## config.mk

```make
export PLATFORM = sky130hd
export DESIGN_NAME = protobuf_wire_tokenizer
export DESIGN_NICKNAME = d
export VERILOG_FILES = /design/src/design/pwt_pkg.sv /design/src/design/pwt_front.sv /design/src/design/pwt_queue.sv /design/src/design/pwt_back.sv /design/src/design/protobuf_wire_tokenizer.sv
export SDC_FILE = /design/constraint.sdc
export NUM_CORES = 2
export LEC_CHECK = 0
export BUFFER_PORTS_ARGS = -buffer_cell sky130_fd_sc_hd__buf_2
export CAP_MARGIN = 20
export CORE_ASPECT_RATIO = 0.9
export CORE_MARGIN = 2
export CORE_UTILIZATION = 62
export CTS_CLUSTER_DIAMETER = 30
export DETAILED_ROUTE_END_ITERATION = 10
export GPL_ROUTABILITY_DRIVEN = 0
export GPL_TIMING_DRIVEN = 0
export PLACE_DENSITY = 0.91
export SKIP_CTS_REPAIR_TIMING = 1
export SLEW_MARGIN = 20
export SYNTH_ARGS = -nofsm -noshare
export SYNTH_HDL_FRONTEND = slang
export SYNTH_SLANG_ARGS = --single-unit
```

## constraint.sdc

```tcl
create_clock -name clock -period 62.3 [get_ports clock]
set_clock_uncertainty 0.2 [all_clocks]
set_input_delay 0 -clock clock [delete_from_list [all_inputs] [get_ports clock]]
set_output_delay 0 -clock clock [all_outputs]
set_load 0.01 [all_outputs]
```

## src/design/pwt_pkg.sv

```systemverilog
// ----------------------------------------------------------------------------
// pwt_pkg
// Types, codes and helper functions shared by the wire tokenizer modules.
// ----------------------------------------------------------------------------
package pwt_pkg;

   localparam int FIELD_SLOTS      = 64;
   localparam int SLOT_W           = $clog2(FIELD_SLOTS);
   localparam int MAX_VARINT_BYTES = 10;
   localparam int MAX_TOKENS       = 4;
   localparam int QUEUE_DEPTH      = 4;
   localparam int QPTR_W           = $clog2(QUEUE_DEPTH);

   localparam logic [28:0] FIELD_MAX = 29'h1FFF_FFFF;

   localparam logic [1:0] OP_BYTE  = 2'd0;
   localparam logic [1:0] OP_WRITE = 2'd1;
   localparam logic [1:0] OP_END   = 2'd2;

   localparam logic [2:0] TK_FIELD   = 3'd0;
   localparam logic [2:0] TK_UNKNOWN = 3'd1;
   localparam logic [2:0] TK_START   = 3'd2;
   localparam logic [2:0] TK_END_SEQ = 3'd3;
   localparam logic [2:0] TK_END_MSG = 3'd4;
   localparam logic [2:0] TK_ERROR   = 3'd5;

   localparam logic [3:0] ERR_NONE    = 4'd0;
   localparam logic [3:0] ERR_TAG     = 4'd1;
   localparam logic [3:0] ERR_VARINT  = 4'd2;
   localparam logic [3:0] ERR_LENGTH  = 4'd3;
   localparam logic [3:0] ERR_OVERRUN = 4'd4;
   localparam logic [3:0] ERR_FIXED64 = 4'd5;
   localparam logic [3:0] ERR_FIXED32 = 4'd6;
   localparam logic [3:0] ERR_WIRE    = 4'd7;
   localparam logic [3:0] ERR_EMPTY   = 4'd8;
   localparam logic [3:0] ERR_ELEMENT = 4'd9;

   localparam logic [2:0] WT_VARINT  = 3'd0;
   localparam logic [2:0] WT_FIXED64 = 3'd1;
   localparam logic [2:0] WT_LENGTH  = 3'd2;
   localparam logic [2:0] WT_FIXED32 = 3'd5;

   localparam logic [1:0] SEQ_NONE     = 2'd0;
   localparam logic [1:0] SEQ_UNPACKED = 2'd1;
   localparam logic [1:0] SEQ_PACKED   = 2'd2;

   localparam logic [1:0] VI_MORE = 2'd0;
   localparam logic [1:0] VI_DONE = 2'd1;
   localparam logic [1:0] VI_LONG = 2'd2;

   typedef enum logic [1:0] {
      CL_FIELD,
      CL_UNKNOWN,
      CL_REP,
      CL_PACKED
   } class_type;

   typedef enum logic [3:0] {
      PH_TAG,
      PH_VAL,
      PH_LEN,
      PH_FIX,
      PH_SKIP,
      PH_PACK
   } phase_type;

   typedef struct packed {
      logic [1:0] operation;
      logic [7:0] data_byte;
      logic       end_of_message;
      logic [5:0] slot_index;
      logic       slot_known;
      logic       slot_repeated;
      logic [2:0] slot_wtype;
   } req_type;

   typedef struct packed {
      logic [2:0]  token;
      logic [28:0] field_id;
      logic [2:0]  wire_kind;
      logic [63:0] value;
      logic [31:0] payload_offset;
      logic [3:0]  error_code;
      logic        last_result;
   } rsp_type;

   typedef struct packed {
      rsp_type [MAX_TOKENS-1:0] tok;
      logic [2:0]               n;
   } bundle_type;

   typedef struct packed {
      phase_type   ph;
      logic [63:0] acc;
      logic [3:0]  cnt;
      logic [31:0] brem;
      logic [31:0] prem;
      logic [31:0] off;
      logic [28:0] cf;
      logic [2:0]  cw;
      logic [1:0]  sm;
      logic        err;
   } st_type;

   typedef struct packed {
      logic [63:0] acc;
      logic [3:0]  cnt;
      logic [1:0]  res;
   } vint_type;

   typedef struct packed {
      logic [63:0] acc;
      logic [3:0]  cnt;
      logic        done;
   } fix_type;

   // queue status seen by the front and back
   typedef struct packed {
      logic full;
      logic empty;
   } qstat_type;

   function automatic rsp_type mk_tok(logic [2:0] tk, logic [28:0] f, logic [2:0] w,
                                      logic [63:0] v, logic [31:0] o, logic [3:0] e);
      rsp_type r;
      r.token          = tk;
      r.field_id       = f;
      r.wire_kind      = w;
      r.value          = v;
      r.payload_offset = o;
      r.error_code     = e;
      r.last_result    = 1'b0;
      return r;
   endfunction

   function automatic bundle_type push(bundle_type b, rsp_type t);
      bundle_type r;
      r = b;
      if (r.n < 3'(MAX_TOKENS)) begin
         r.tok[r.n[1:0]] = t;
         r.n = r.n + 3'd1;
      end
      return r;
   endfunction

   function automatic vint_type vint(logic [63:0] acc, logic [3:0] cnt, logic [7:0] b);
      vint_type r;
      r.acc = acc;
      if (cnt < 4'(MAX_VARINT_BYTES)) begin
         r.acc = acc | ({57'd0, b[6:0]} << (7 * int'(cnt)));
      end
      r.cnt = cnt + 4'd1;
      if (!b[7]) begin
         r.res = VI_DONE;
      end else if (r.cnt >= 4'(MAX_VARINT_BYTES)) begin
         r.res = VI_LONG;
      end else begin
         r.res = VI_MORE;
      end
      return r;
   endfunction

   function automatic fix_type fixb(logic [63:0] acc, logic [3:0] cnt, logic [7:0] b,
                                    logic [2:0] w);
      fix_type r;
      r.acc = acc;
      if (cnt < 4'd8) begin
         r.acc = acc | ({56'd0, b} << (8 * int'(cnt)));
      end
      r.cnt  = cnt + 4'd1;
      r.done = r.cnt >= ((w == WT_FIXED64) ? 4'd8 : 4'd4);
      return r;
   endfunction

   // entry: {wtype[2:0], repeated, known}
   function automatic class_type classify(logic [2:0] w, logic [4:0] ent);
      class_type c;
      if (!ent[0]) begin
         c = CL_UNKNOWN;
      end else if (ent[1]) begin
         if (w == WT_LENGTH && (ent[4:2] == WT_VARINT || ent[4:2] == WT_FIXED64 ||
                                ent[4:2] == WT_FIXED32)) begin
            c = CL_PACKED;
         end else begin
            c = (ent[4:2] == w) ? CL_REP : CL_UNKNOWN;
         end
      end else begin
         c = (ent[4:2] == w) ? CL_FIELD : CL_UNKNOWN;
      end
      return c;
   endfunction

endpackage

```

## src/design/pwt_front.sv

```systemverilog
// ----------------------------------------------------------------------------
// pwt_front
// Byte parser: field table, wire-format state and token bundle generation.
// ----------------------------------------------------------------------------
module pwt_front (
   input  logic                clock,
   input  logic                reset,
   input  logic                req_valid,
   output logic                req_stall,
   input  pwt_pkg::req_type    req_data,
   input  pwt_pkg::qstat_type  qstat,
   output logic                push_valid,
   output pwt_pkg::bundle_type push_data
);

   pwt_pkg::st_type               st_ff, st_in;
   logic [4:0]                    ent_ff, ent_in;
   logic [pwt_pkg::FIELD_SLOTS-1:0] valid_ff;
   logic [4:0]                    slot_mem [pwt_pkg::FIELD_SLOTS];
   logic                          take;
   logic                          tag_load;
   logic [28:0]                   tag_f;
   logic [4:0]                    wr_ent;
   logic [pwt_pkg::SLOT_W-1:0]    wr_addr;
   logic [pwt_pkg::SLOT_W-1:0]    rd_addr;
   pwt_pkg::bundle_type           bnd;

   assign req_stall = qstat.full;
   assign take      = req_valid && !req_stall;
   assign wr_ent    = {req_data.slot_wtype, req_data.slot_repeated, req_data.slot_known};
   assign wr_addr   = pwt_pkg::SLOT_W'(req_data.slot_index);
   assign rd_addr   = tag_f[pwt_pkg::SLOT_W-1:0];

   always_comb begin
      pwt_pkg::st_type    s;
      pwt_pkg::st_type    clr;
      pwt_pkg::vint_type  v;
      pwt_pkg::fix_type   fx;
      pwt_pkg::class_type cl;
      logic [31:0]        o;
      logic               do_cf;
      logic [63:0]        cf_val;
      logic [31:0]        cf_off;
      logic               done;
      logic               stop;
      logic [3:0]         code;

      s        = st_ff;
      clr      = '0;
      clr.ph   = pwt_pkg::PH_TAG;
      bnd      = '0;
      tag_load = 1'b0;
      tag_f    = '0;
      do_cf    = 1'b0;
      cf_val   = '0;
      cf_off   = '0;
      o        = st_ff.off;
      v        = '0;
      fx       = '0;
      cl       = pwt_pkg::CL_UNKNOWN;
      done     = 1'b0;
      stop     = 1'b0;
      code     = pwt_pkg::ERR_NONE;

      if (take && req_data.operation == pwt_pkg::OP_BYTE && !s.err) begin
         unique case (s.ph)
            pwt_pkg::PH_VAL: begin
               v = pwt_pkg::vint(s.acc, s.cnt, req_data.data_byte);
               s.acc = v.acc;
               s.cnt = v.cnt;
               if (v.res == pwt_pkg::VI_LONG) begin
                  bnd = pwt_pkg::push(bnd, pwt_pkg::mk_tok(pwt_pkg::TK_ERROR, '0, '0, '0, '0,
                                                           pwt_pkg::ERR_VARINT));
                  s.err = 1'b1;
               end else if (v.res == pwt_pkg::VI_DONE) begin
                  do_cf  = 1'b1;
                  cf_val = s.acc;
               end
            end
            pwt_pkg::PH_FIX: begin
               fx = pwt_pkg::fixb(s.acc, s.cnt, req_data.data_byte, s.cw);
               s.acc = fx.acc;
               s.cnt = fx.cnt;
               if (fx.done) begin
                  do_cf  = 1'b1;
                  cf_val = s.acc;
               end
            end
            pwt_pkg::PH_LEN: begin
               v = pwt_pkg::vint(s.acc, s.cnt, req_data.data_byte);
               s.acc = v.acc;
               s.cnt = v.cnt;
               if (v.res == pwt_pkg::VI_LONG) begin
                  bnd = pwt_pkg::push(bnd, pwt_pkg::mk_tok(pwt_pkg::TK_ERROR, '0, '0, '0, '0,
                                                           pwt_pkg::ERR_LENGTH));
                  s.err = 1'b1;
               end else if (v.res == pwt_pkg::VI_DONE) begin
                  cl = pwt_pkg::classify(pwt_pkg::WT_LENGTH, ent_ff);
                  if (cl == pwt_pkg::CL_PACKED) begin
                     if (s.acc == '0) begin
                        bnd = pwt_pkg::push(bnd, pwt_pkg::mk_tok(pwt_pkg::TK_ERROR, '0, '0,
                                                                 '0, '0, pwt_pkg::ERR_EMPTY));
                        s.err = 1'b1;
                     end else if (s.acc[63:32] != '0) begin
                        bnd = pwt_pkg::push(bnd, pwt_pkg::mk_tok(pwt_pkg::TK_ERROR, '0, '0,
                                                                 '0, '0, pwt_pkg::ERR_OVERRUN));
                        s.err = 1'b1;
                     end else begin
                        if (s.sm != pwt_pkg::SEQ_NONE) begin
                           bnd = pwt_pkg::push(bnd, pwt_pkg::mk_tok(pwt_pkg::TK_END_SEQ, s.cf,
                              (s.sm == pwt_pkg::SEQ_PACKED) ? pwt_pkg::WT_LENGTH : s.cw,
                              '0, '0, pwt_pkg::ERR_NONE));
                        end
                        s.cw   = ent_ff[4:2];
                        s.prem = s.acc[31:0];
                        s.sm   = pwt_pkg::SEQ_PACKED;
                        bnd = pwt_pkg::push(bnd, pwt_pkg::mk_tok(pwt_pkg::TK_START, s.cf,
                           pwt_pkg::WT_LENGTH, s.acc, o + 32'd1, pwt_pkg::ERR_NONE));
                        s.acc = '0;
                        s.cnt = '0;
                        s.ph  = pwt_pkg::PH_PACK;
                     end
                  end else if (s.acc[63:32] != '0) begin
                     bnd = pwt_pkg::push(bnd, pwt_pkg::mk_tok(pwt_pkg::TK_ERROR, '0, '0, '0, '0,
                                                              pwt_pkg::ERR_OVERRUN));
                     s.err = 1'b1;
                  end else if (s.acc == '0) begin
                     do_cf  = 1'b1;
                     cf_val = '0;
                     cf_off = o + 32'd1;
                  end else begin
                     s.brem = s.acc[31:0];
                     s.cnt  = '0;
                     s.ph   = pwt_pkg::PH_SKIP;
                  end
               end
            end
            pwt_pkg::PH_SKIP: begin
               s.brem = s.brem - 32'd1;
               if (s.brem == '0) begin
                  do_cf  = 1'b1;
                  cf_val = s.acc;
                  cf_off = o + 32'd1 - s.acc[31:0];
               end
            end
            pwt_pkg::PH_PACK: begin
               s.prem = s.prem - 32'd1;
               if (s.cw == pwt_pkg::WT_VARINT) begin
                  v = pwt_pkg::vint(s.acc, s.cnt, req_data.data_byte);
                  s.acc = v.acc;
                  s.cnt = v.cnt;
                  if (v.res == pwt_pkg::VI_LONG) begin
                     bnd = pwt_pkg::push(bnd, pwt_pkg::mk_tok(pwt_pkg::TK_ERROR, '0, '0, '0,
                                                              '0, pwt_pkg::ERR_ELEMENT));
                     s.err = 1'b1;
                     stop  = 1'b1;
                  end
                  done = (v.res == pwt_pkg::VI_DONE);
               end else begin
                  fx = pwt_pkg::fixb(s.acc, s.cnt, req_data.data_byte, s.cw);
                  s.acc = fx.acc;
                  s.cnt = fx.cnt;
                  done  = fx.done;
               end
               if (!stop) begin
                  if (done) begin
                     bnd = pwt_pkg::push(bnd, pwt_pkg::mk_tok(pwt_pkg::TK_FIELD, s.cf, s.cw,
                                                              s.acc, '0, pwt_pkg::ERR_NONE));
                     s.acc = '0;
                     s.cnt = '0;
                  end
                  if (s.prem == '0) begin
                     if (s.cnt != '0) begin
                        bnd = pwt_pkg::push(bnd, pwt_pkg::mk_tok(pwt_pkg::TK_ERROR, '0, '0,
                                                                 '0, '0, pwt_pkg::ERR_ELEMENT));
                        s.err = 1'b1;
                     end else begin
                        bnd = pwt_pkg::push(bnd, pwt_pkg::mk_tok(pwt_pkg::TK_END_SEQ, s.cf,
                           (s.sm == pwt_pkg::SEQ_PACKED) ? pwt_pkg::WT_LENGTH : s.cw,
                           '0, '0, pwt_pkg::ERR_NONE));
                        s.sm = pwt_pkg::SEQ_NONE;
                        s.ph = pwt_pkg::PH_TAG;
                     end
                  end
               end
            end
            default: begin
               s.ph = pwt_pkg::PH_TAG;
               v = pwt_pkg::vint(s.acc, s.cnt, req_data.data_byte);
               s.acc = v.acc;
               s.cnt = v.cnt;
               if (v.res == pwt_pkg::VI_LONG) begin
                  bnd = pwt_pkg::push(bnd, pwt_pkg::mk_tok(pwt_pkg::TK_ERROR, '0, '0, '0, '0,
                                                           pwt_pkg::ERR_TAG));
                  s.err = 1'b1;
               end else if (v.res == pwt_pkg::VI_DONE) begin
                  tag_f = (s.acc[63:32] != '0) ? pwt_pkg::FIELD_MAX : s.acc[31:3];
                  tag_load = 1'b1;
                  if (s.sm == pwt_pkg::SEQ_UNPACKED &&
                      (tag_f != s.cf || s.acc[2:0] != s.cw)) begin
                     bnd = pwt_pkg::push(bnd, pwt_pkg::mk_tok(pwt_pkg::TK_END_SEQ, s.cf, s.cw,
                                                              '0, '0, pwt_pkg::ERR_NONE));
                     s.sm = pwt_pkg::SEQ_NONE;
                  end
                  s.cf  = tag_f;
                  s.cw  = s.acc[2:0];
                  s.acc = '0;
                  s.cnt = '0;
                  case (s.cw)
                     pwt_pkg::WT_VARINT:  s.ph = pwt_pkg::PH_VAL;
                     pwt_pkg::WT_FIXED64: s.ph = pwt_pkg::PH_FIX;
                     pwt_pkg::WT_FIXED32: s.ph = pwt_pkg::PH_FIX;
                     pwt_pkg::WT_LENGTH:  s.ph = pwt_pkg::PH_LEN;
                     default: begin
                        bnd = pwt_pkg::push(bnd, pwt_pkg::mk_tok(pwt_pkg::TK_ERROR, '0, '0,
                                                                 '0, '0, pwt_pkg::ERR_WIRE));
                        s.err = 1'b1;
                     end
                  endcase
               end
            end
         endcase

         if (do_cf) begin
            cl = pwt_pkg::classify(s.cw, ent_ff);
            if (cl == pwt_pkg::CL_PACKED) begin
               cl = pwt_pkg::CL_UNKNOWN;
            end
            if (cl != pwt_pkg::CL_REP && s.sm != pwt_pkg::SEQ_NONE) begin
               bnd = pwt_pkg::push(bnd, pwt_pkg::mk_tok(pwt_pkg::TK_END_SEQ, s.cf,
                  (s.sm == pwt_pkg::SEQ_PACKED) ? pwt_pkg::WT_LENGTH : s.cw,
                  '0, '0, pwt_pkg::ERR_NONE));
               s.sm = pwt_pkg::SEQ_NONE;
            end
            if (cl == pwt_pkg::CL_REP) begin
               if (s.sm != pwt_pkg::SEQ_UNPACKED) begin
                  bnd = pwt_pkg::push(bnd, pwt_pkg::mk_tok(pwt_pkg::TK_START, s.cf, s.cw, '0,
                                                           '0, pwt_pkg::ERR_NONE));
                  s.sm = pwt_pkg::SEQ_UNPACKED;
               end
               bnd = pwt_pkg::push(bnd, pwt_pkg::mk_tok(pwt_pkg::TK_FIELD, s.cf, s.cw, cf_val,
                                                        cf_off, pwt_pkg::ERR_NONE));
            end else begin
               bnd = pwt_pkg::push(bnd, pwt_pkg::mk_tok(
                  (cl == pwt_pkg::CL_FIELD) ? pwt_pkg::TK_FIELD : pwt_pkg::TK_UNKNOWN,
                  s.cf, s.cw, cf_val, cf_off, pwt_pkg::ERR_NONE));
            end
            s.ph  = pwt_pkg::PH_TAG;
            s.acc = '0;
            s.cnt = '0;
         end
      end

      if (take && req_data.operation == pwt_pkg::OP_BYTE) begin
         s.off = s.off + 32'd1;
      end

      if (take && (req_data.operation == pwt_pkg::OP_END ||
                   (req_data.operation == pwt_pkg::OP_BYTE && req_data.end_of_message))) begin
         if (!s.err) begin
            if (s.ph == pwt_pkg::PH_TAG && s.cnt == '0) begin
               if (s.sm != pwt_pkg::SEQ_NONE) begin
                  bnd = pwt_pkg::push(bnd, pwt_pkg::mk_tok(pwt_pkg::TK_END_SEQ, s.cf,
                     (s.sm == pwt_pkg::SEQ_PACKED) ? pwt_pkg::WT_LENGTH : s.cw,
                     '0, '0, pwt_pkg::ERR_NONE));
               end
               bnd = pwt_pkg::push(bnd, pwt_pkg::mk_tok(pwt_pkg::TK_END_MSG, '0, '0, '0, '0,
                                                        pwt_pkg::ERR_NONE));
            end else begin
               unique case (s.ph)
                  pwt_pkg::PH_VAL:  code = pwt_pkg::ERR_VARINT;
                  pwt_pkg::PH_LEN:  code = pwt_pkg::ERR_LENGTH;
                  pwt_pkg::PH_FIX:  code = (s.cw == pwt_pkg::WT_FIXED64) ?
                                           pwt_pkg::ERR_FIXED64 : pwt_pkg::ERR_FIXED32;
                  pwt_pkg::PH_SKIP: code = pwt_pkg::ERR_OVERRUN;
                  pwt_pkg::PH_PACK: code = pwt_pkg::ERR_OVERRUN;
                  default:          code = pwt_pkg::ERR_TAG;
               endcase
               bnd = pwt_pkg::push(bnd, pwt_pkg::mk_tok(pwt_pkg::TK_ERROR, '0, '0, '0, '0,
                                                        code));
            end
         end
         s = clr;
      end

      if (bnd.n != '0) begin
         bnd.tok[2'(bnd.n - 3'd1)].last_result = 1'b1;
      end
      st_in = s;
   end

   always_comb begin
      ent_in = ent_ff;
      if (take && req_data.operation == pwt_pkg::OP_WRITE) begin
         if (st_ff.cf < 29'(pwt_pkg::FIELD_SLOTS) &&
             st_ff.cf[pwt_pkg::SLOT_W-1:0] == wr_addr) begin
            ent_in = wr_ent;
         end
      end
   end

   assign push_valid = take && (bnd.n != '0);
   assign push_data  = bnd;

   always_ff @(posedge clock) begin
      if (take && req_data.operation == pwt_pkg::OP_WRITE &&
          int'(req_data.slot_index) < pwt_pkg::FIELD_SLOTS) begin
         slot_mem[wr_addr] <= wr_ent;
      end
   end

   always_ff @(posedge clock) begin
      if (reset) begin
         st_ff    <= '{ph: pwt_pkg::PH_TAG, default: '0};
         valid_ff <= '0;
         ent_ff   <= '0;
      end else begin
         st_ff <= st_in;
         if (take && req_data.operation == pwt_pkg::OP_WRITE &&
             int'(req_data.slot_index) < pwt_pkg::FIELD_SLOTS) begin
            valid_ff[wr_addr] <= 1'b1;
         end
         if (tag_load) begin
            if (tag_f < 29'(pwt_pkg::FIELD_SLOTS) && valid_ff[rd_addr]) begin
               ent_ff <= slot_mem[rd_addr];
            end else begin
               ent_ff <= '0;
            end
         end else begin
            ent_ff <= ent_in;
         end
      end
   end

endmodule

```

## src/design/pwt_queue.sv

```systemverilog
// ----------------------------------------------------------------------------
// pwt_queue
// Short queue of token bundles between the parser and the output stage.
// ----------------------------------------------------------------------------
module pwt_queue (
   input  logic                clock,
   input  logic                reset,
   input  logic                push_valid,
   input  pwt_pkg::bundle_type push_data,
   input  logic                pop,
   output pwt_pkg::bundle_type head,
   output pwt_pkg::qstat_type  qstat
);

   pwt_pkg::bundle_type          q_ff [pwt_pkg::QUEUE_DEPTH];
   logic [pwt_pkg::QPTR_W-1:0]   wp_ff, wp_in;
   logic [pwt_pkg::QPTR_W-1:0]   rp_ff, rp_in;
   logic [pwt_pkg::QPTR_W:0]     cnt_ff, cnt_in;
   logic                         do_pop;

   assign do_pop      = pop && (cnt_ff != '0);
   assign head        = q_ff[rp_ff];
   assign qstat.full  = (cnt_ff == (pwt_pkg::QPTR_W + 1)'(pwt_pkg::QUEUE_DEPTH));
   assign qstat.empty = (cnt_ff == '0);

   always_comb begin
      wp_in  = push_valid ? wp_ff + 1'b1 : wp_ff;
      rp_in  = do_pop ? rp_ff + 1'b1 : rp_ff;
      cnt_in = cnt_ff + (push_valid ? 1'b1 : 1'b0) - (do_pop ? 1'b1 : 1'b0);
   end

   always_ff @(posedge clock) begin
      if (push_valid) begin
         q_ff[wp_ff] <= push_data;
      end
   end

   always_ff @(posedge clock) begin
      if (reset) begin
         wp_ff  <= '0;
         rp_ff  <= '0;
         cnt_ff <= '0;
      end else begin
         wp_ff  <= wp_in;
         rp_ff  <= rp_in;
         cnt_ff <= cnt_in;
      end
   end

endmodule

```

## src/design/pwt_back.sv

```systemverilog
// ----------------------------------------------------------------------------
// pwt_back
// Output stage: sends the tokens of each bundle one per transaction.
// ----------------------------------------------------------------------------
module pwt_back (
   input  logic                clock,
   input  logic                reset,
   input  pwt_pkg::bundle_type head,
   input  pwt_pkg::qstat_type  qstat,
   output logic                pop,
   output logic                rsp_valid,
   input  logic                rsp_stall,
   output pwt_pkg::rsp_type    rsp_data
);

   logic [1:0] idx_ff, idx_in;
   logic       last;

   assign rsp_valid = !qstat.empty;
   assign rsp_data  = head.tok[idx_ff];
   assign last      = (3'(idx_ff) == head.n - 3'd1);
   assign pop       = rsp_valid && !rsp_stall && last;

   always_comb begin
      idx_in = idx_ff;
      if (rsp_valid && !rsp_stall) begin
         idx_in = last ? 2'd0 : idx_ff + 2'd1;
      end
   end

   always_ff @(posedge clock) begin
      if (reset) begin
         idx_ff <= '0;
      end else begin
         idx_ff <= idx_in;
      end
   end

endmodule

```

## src/design/protobuf_wire_tokenizer.sv

```systemverilog
// ----------------------------------------------------------------------------
// protobuf_wire_tokenizer
// Protocol buffers wire-format tokenizer, one message byte per transaction.
// ----------------------------------------------------------------------------
// Usage:
//   req_ carries message bytes, field table slot writes and empty message ends.
//   Each request transaction yields zero to four tokens on rsp_; the last token
//   of a request has last_result set. Table writes yield no tokens.
//   Output path: the tokens of a request are registered in the bundle queue
//   and reach rsp_ after the tokens of all earlier requests.
//   Throughput: one request per cycle while each produces at most one token and
//   rsp_stall is low; the rsp_ side sends one token per cycle while rsp_stall is
//   low, so requests with several tokens are paced by it. The four-entry bundle
//   queue is what decouples the two sides.
//   Reset clears parser state, the queue and every field table slot (unknown);
//   the block accepts requests in the first cycle after reset.
//   When rsp_stall is high the queue fills and req_stall rises once it holds
//   four bundles; no token is lost or repeated.
// ----------------------------------------------------------------------------
module protobuf_wire_tokenizer (
   input  logic             clock,
   input  logic             reset,
   input  logic             req_valid,
   output logic             req_stall,
   input  pwt_pkg::req_type req_data,
   output logic             rsp_valid,
   input  logic             rsp_stall,
   output pwt_pkg::rsp_type rsp_data
);

   pwt_pkg::bundle_type push_data;
   pwt_pkg::bundle_type head;
   pwt_pkg::qstat_type  qstat;
   logic                push_valid;
   logic                pop;

   pwt_front u_front (
      .clock      (clock),
      .reset      (reset),
      .req_valid  (req_valid),
      .req_stall  (req_stall),
      .req_data   (req_data),
      .qstat      (qstat),
      .push_valid (push_valid),
      .push_data  (push_data)
   );

   pwt_queue u_queue (
      .clock      (clock),
      .reset      (reset),
      .push_valid (push_valid),
      .push_data  (push_data),
      .pop        (pop),
      .head       (head),
      .qstat      (qstat)
   );

   pwt_back u_back (
      .clock     (clock),
      .reset     (reset),
      .head      (head),
      .qstat     (qstat),
      .pop       (pop),
      .rsp_valid (rsp_valid),
      .rsp_stall (rsp_stall),
      .rsp_data  (rsp_data)
   );

endmodule

```

==> summary.md, run 1 <==
| Metric | Value |
|---|---|
| Die X | 478 um |
| Status | stopped before the end |
| H-tree depth | 5 |
| Largest net degree at the start of global routing | 66 |
| Avg Cell Area, Syn | 14.1 um2 |
| First-pass GRT wire length | 812 mm |
| Die H | 431 um |
| Longest Clk Path Bufs | 4 |
| First Error | [ERROR GRT-0116] Global routing finished with congestion. Check the congestion regions in the DRC Viewer. |
| Number of buffers created by CTS | 443 |
| CTS Root Cell | clkbuf_16 |
| Area leader, netlist | edfxtp_1 |
| Halt Stage | global routing |
| Yosys reg bits | roughly 2800 |
| I/O pin total | approximately 160 |
| Mapped Cells | a little under 9000 |
| Post-synthesis sequential area ratio | 0.645 |
| Largest family of logic cells by synthesized area | multiplexers |
| Commonest cells post-synth | edfxtp_1 (2508), nor2_1 (1103), mux4_2 (683) |
| Post-synth EDFFs | 2508 |
| Post-synth ARST share | 0 |
| Mapped Area | 125000 um2 |
| Global route overflow | 111 |
| Vias in the first global route | 112558 |
| Simple-gate share of the synthesized area | 0.0882 |
| Total global-route track usage | 0.555 |
| Core Rows | 156 |
| Synth Area in Compound Gates | 0.0994 |
| Share of the synthesized area in the top cell type | 0.600 |
| Area contributors post-synth | edfxtp_1 (60%), mux4_2 (12%), dfxtp_1 (4.5%) |
| Ys Warns | 0 |
| Count leader, synth | edfxtp_1 |
| Distinct cell type count after synthesis | 106 |
| Post-synthesis net count | 8984 |
| DPL Wire Length | just over 300 mm |
| PortBufs | around 150 |
| XOR/XNOR Fraction of Synth Area | 0.00970 |
| Primary FF master, synth | edfxtp_1 |
| Clock sinks | 2791 |
| Post-synthesis adder-cell area fraction | 0.00760 |
| Multiplexer share of the synthesized area | 0.125 |
| Starting Density | 0.624 |
==> stage by stage <==
step	cell area (um2)	util	setup WS [ns]	hold slack [ns]	std cells
CTS	147000	0.729	48.03	-0.700	12603
detailed placement	131000	0.654	48.30	0.260	11798
floorplan	125000	-	41.27	-0.101	8883
global placement	130000	0.645	29.36	0.249	11721
==> cell families after synthesis <==
logic type,Yosys count
buf+inv,810
xor+xnor,139
mux,708
fa+ha+maj,75
simple gates,2459
flops,2791
compound gates,1901
==> layer usage <==
| layer | GRT usage | GRT overflow |
|---|---|---|
| met5 | 0.238 | 0 |
| met1 | 0.555 | 11 |
| met2 | 0.725 | 43 |
| met4 | 0.489 | 46 |
| met3 | 0.415 | 11 |
==> inputs of run 2 (changes only) <==
- CORE_ASPECT_RATIO: 0.9 -> unset
- CORE_UTILIZATION: 62 -> 40
- CTS_CLUSTER_DIAMETER: 30 -> unset
- PLACE_DENSITY: 0.91 -> unset
- PLACE_DENSITY_LB_ADDON: unset -> 0.15
==> run 2 against run 1 <==
The flow now finishes, with violations (design-rule violations, negative hold slack). Synthesized cell count unchanged. Area after synthesis unchanged.
==> summary.md, run 2 <==
| Metric | Value |
|---|---|
| Die X | 564 um (+18%) |
| Max FFs per register | 2188 |
| Post-synthesis net count | 8984 (unchanged) |
| Starting Density | 0.402 (-0.222) |
| Post-synthesis sequential area ratio | 0.645 (unchanged) |
| Layout cells sized above 1 | 0.165 |
| Crit path time final | 15.12 ns |
| Total global-route track usage | 0.280 |
| Worst hold slack | -0.0217 ns |
| Max Cap Viol | 0 |
| Share of the synthesized area in the top cell type | 0.600 (unchanged) |
| Setup crit start kind | register |
| CP max FO | 39 |
| Reg clk slew, reported paths | 0.07 ns |
| Mapped Area | 125000 um2 (unchanged) |
| Highest routing layer actually used | met5 |
| Core ar. | 312000 um2 |
| Area leader, netlist | edfxtp_1 |
| Layout area overhead | 14.8% |
| Post-synth ARST share | 0 (unchanged) |
| Hold path cells | 3 |
| Worst Hold Class | in2reg |
| Vias in the first global route | 85496 |
| CTS tree | done |
| I/O pin total | 164 (unchanged) |
| Met2 WL | 201 mm |
| Later-pin clock latency in the skew report | 0.97 ns |
| Reg-to-Reg End | u_queue.q_ff[0][500] |
| Die H | 564 um (+31%) |
| DR iter-0 viols | 13819 |
| Peak VDD IR | between 0.02 and 0.025 mV |
| H-tree depth | 5 (unchanged) |
| Most common cell after layout, fill and taps aside | edfxtp_1 |
| Post-Route M1 WL | 179 mm |
| Post-synth EDFFs | 2508 (unchanged) |
| Leakage power | 45.2 nW |
| Most frequent cells in the layout | edfxtp_1 (2508), nor2_1 (1100), mux4_2 (683), clkbuf_1 (594), nand2_1 (547) |
| WL/cell | 32.8 um |
| Detailed Route WL | 455 mm |
| Final setup fails | 0 |
| Critical path class | reg2reg |
| DR vias | ~88000 |
| Number of buffers created by CTS | 304 (-31%) |
| Post-route ant nets | 0 |
| Slowest CP cell | o2111ai_1 |
| Max Slew Vio Count | 0 |
| Longest Clk Path Bufs | 4 (unchanged) |
| Distinct cell type count after synthesis | 106 (unchanged) |
| Count leader, synth | edfxtp_1 |
| Final hold vios | 37 |
| Crit end category | register |
| RSZ-0062 raised after global routing | no |
| Clock sinks | 2791 (unchanged) |
| Commonest cells post-synth | edfxtp_1 (2508), nor2_1 (1103), mux4_2 (683) |
| Regs by FF count | u_queue.q_ff: 2188 flops, u_front.slot_mem: 320 flops, u_front.st_ff: 203 flops |
| Period utilization | 0.243 |
| Worst Path Arrival | between 15 and 20 ns |
| Core Rows | 205 (+31%) |
| Hold EP | u_front.slot_mem[60][2] |
| Max Fclk | 66.1 MHz |
| Reg2Reg Setup Slack | 47.18 ns |
| Most frequent CP cell | buf_16 |
| Global route overflow | 0 |
| Hold Crit Start | req_data[10] |
| Status | complete, but fails checks |
| Avg Cell Area, Syn | 14.1 um2 (unchanged) |
| CTS Root Cell | clkbuf_16 |
| Routed vias/inst | 6.38 |
| Pwr Density | 31.5 nW/um2 |
| Slew @ Worst Pin | between 1 and 1.5 ns |
| Yosys reg bits | 2791 (unchanged) |
| CP peak stage delay | 0.99 ns |
| PortBufs | 152 (unchanged) |
| Area contributors post-synth | edfxtp_1 (60%), mux4_2 (12%), dfxtp_1 (4.5%) |
| Post-Route Setup TNS | 0 ns |
| Die footprint | between 300000 and 400000 um2 |
| DPL Wire Length | 323 mm (+5.0%) |
| First-pass GRT wire length | ~640 mm |
| Primary FF master, synth | edfxtp_1 |
| FF-to-FF Start | u_front.st_ff[134] |
| Worst-case reg-to-reg path depth | 34 |
| Number of fill cells | 27841 |
| Slew margin rel. | 0.0731 |
| Mapped Cells | 8883 (unchanged) |
| Drc violations | 1 |
| Layout net count | 9565 |
| Failing checks | design-rule violations, negative hold slack |
| Largest net degree at the start of global routing | 66 |
| Req. time, crit path | 62.70 ns |
| Drt pass-1 iters | 11 |
| Ys Warns | 0 (unchanged) |
| Initial antenna violation count | 28 |
| Top reg by flops | u_queue.q_ff |
| Metal3 WL | 45.8 mm |
==> run 2: cell counts after synthesis <==
No cell type changed its count.
==> run 2: final cells by class <==
cell class	count	area (um2)	share of cell area
antenna	12	30.0	0.000209
buffer	699	2800	0.0194
clock buffer	388	8190	0.0569
clock inverter	161	1720	0.0120
inverter	111	417	0.00289
multi-input combinational	5282	41500	0.289
sequential	2791	81000	0.562
tap	4140	5180	0.0360
timing repair buffer	275	3110	0.0216
==> run 2: per-layer routing <==
metal,up-vias,GRT usage
li1,36246,-
met1,45108,0.375
met2,5580,0.425
met3,1494,0.0660
met4,18,0.146
met5,-,0.00432
==> run 2: cell families after synthesis <==
logic type	share of synthesized area
AO/OA/AOI/OAI	0.0994
XOR/XNOR	0.00970
adder cells (fa/ha/maj)	0.00760
buffers and inverters	0.0250
flip-flops	0.645
multiplexers	0.125
AND/OR/NAND/NOR	0.0882
==> run 2: power by group <==
part	switching, W	internal, W
clock	0.000767	0.00104
combinational	0.000376	0.000222
sequential	0.0000175	0.00211
total	0.00116	0.00337
==> run 2: how the worst max path moves through the flow <==
| stage | startpoint | end | slack (ns) | cells after the start |
|---|---|---|---|---|
| floorplan | u_front.st_ff[67] | u_queue.q_ff[0][0] | 41.27 | 30 |
| global placement | u_front.st_ff[134] | u_queue.q_ff[1][494] | 25.04 | 27 |
| detailed placement | u_front.st_ff[67] | u_queue.q_ff[0][364] | 48.05 | 35 |
| CTS | u_front.st_ff[131] | u_queue.q_ff[0][364] | 48.00 | 40 |
| global route | u_front.st_ff[131] | u_queue.q_ff[0][497] | 47.04 | 40 |
| finish | u_front.st_ff[134] | u_queue.q_ff[0][500] | 47.18 | 34 |
==> run 2: stage by stage <==
| step | util | total power, W | cell area, um2 | setup WS, ns | instances |
|---|---|---|---|---|---|
| 3_3_place_gp | 0.421 | 0.00285 | 131000 | 25.04 | 13175 |
| 2_1_floorplan | - | 0.00255 | 125000 | 41.27 | 8883 |
| 3_5_place_dp | 0.428 | 0.00276 | 134000 | 48.05 | 13267 |
| 4_1_cts | 0.460 | 0.00455 | 144000 | 48.00 | 13816 |
| 6_report | 0.462 | 0.00453 | 144000 | 47.18 | 13859 |
| 5_1_grt | 0.462 | 0.00466 | 144000 | 47.04 | 13850 |
==> run 2: critical path: cells and delay by family, from the launching register on <==
family	cells	cell delay (ns)
xor+xnor	1	0.84
simple gates	9	3.75
flops	1	0.53
fa+ha+maj	3	1.02
buf+inv	11	2.91
mux	2	0.51
compound gates	8	4.73
No activity file was read; power rests on OpenSTA's default activity.
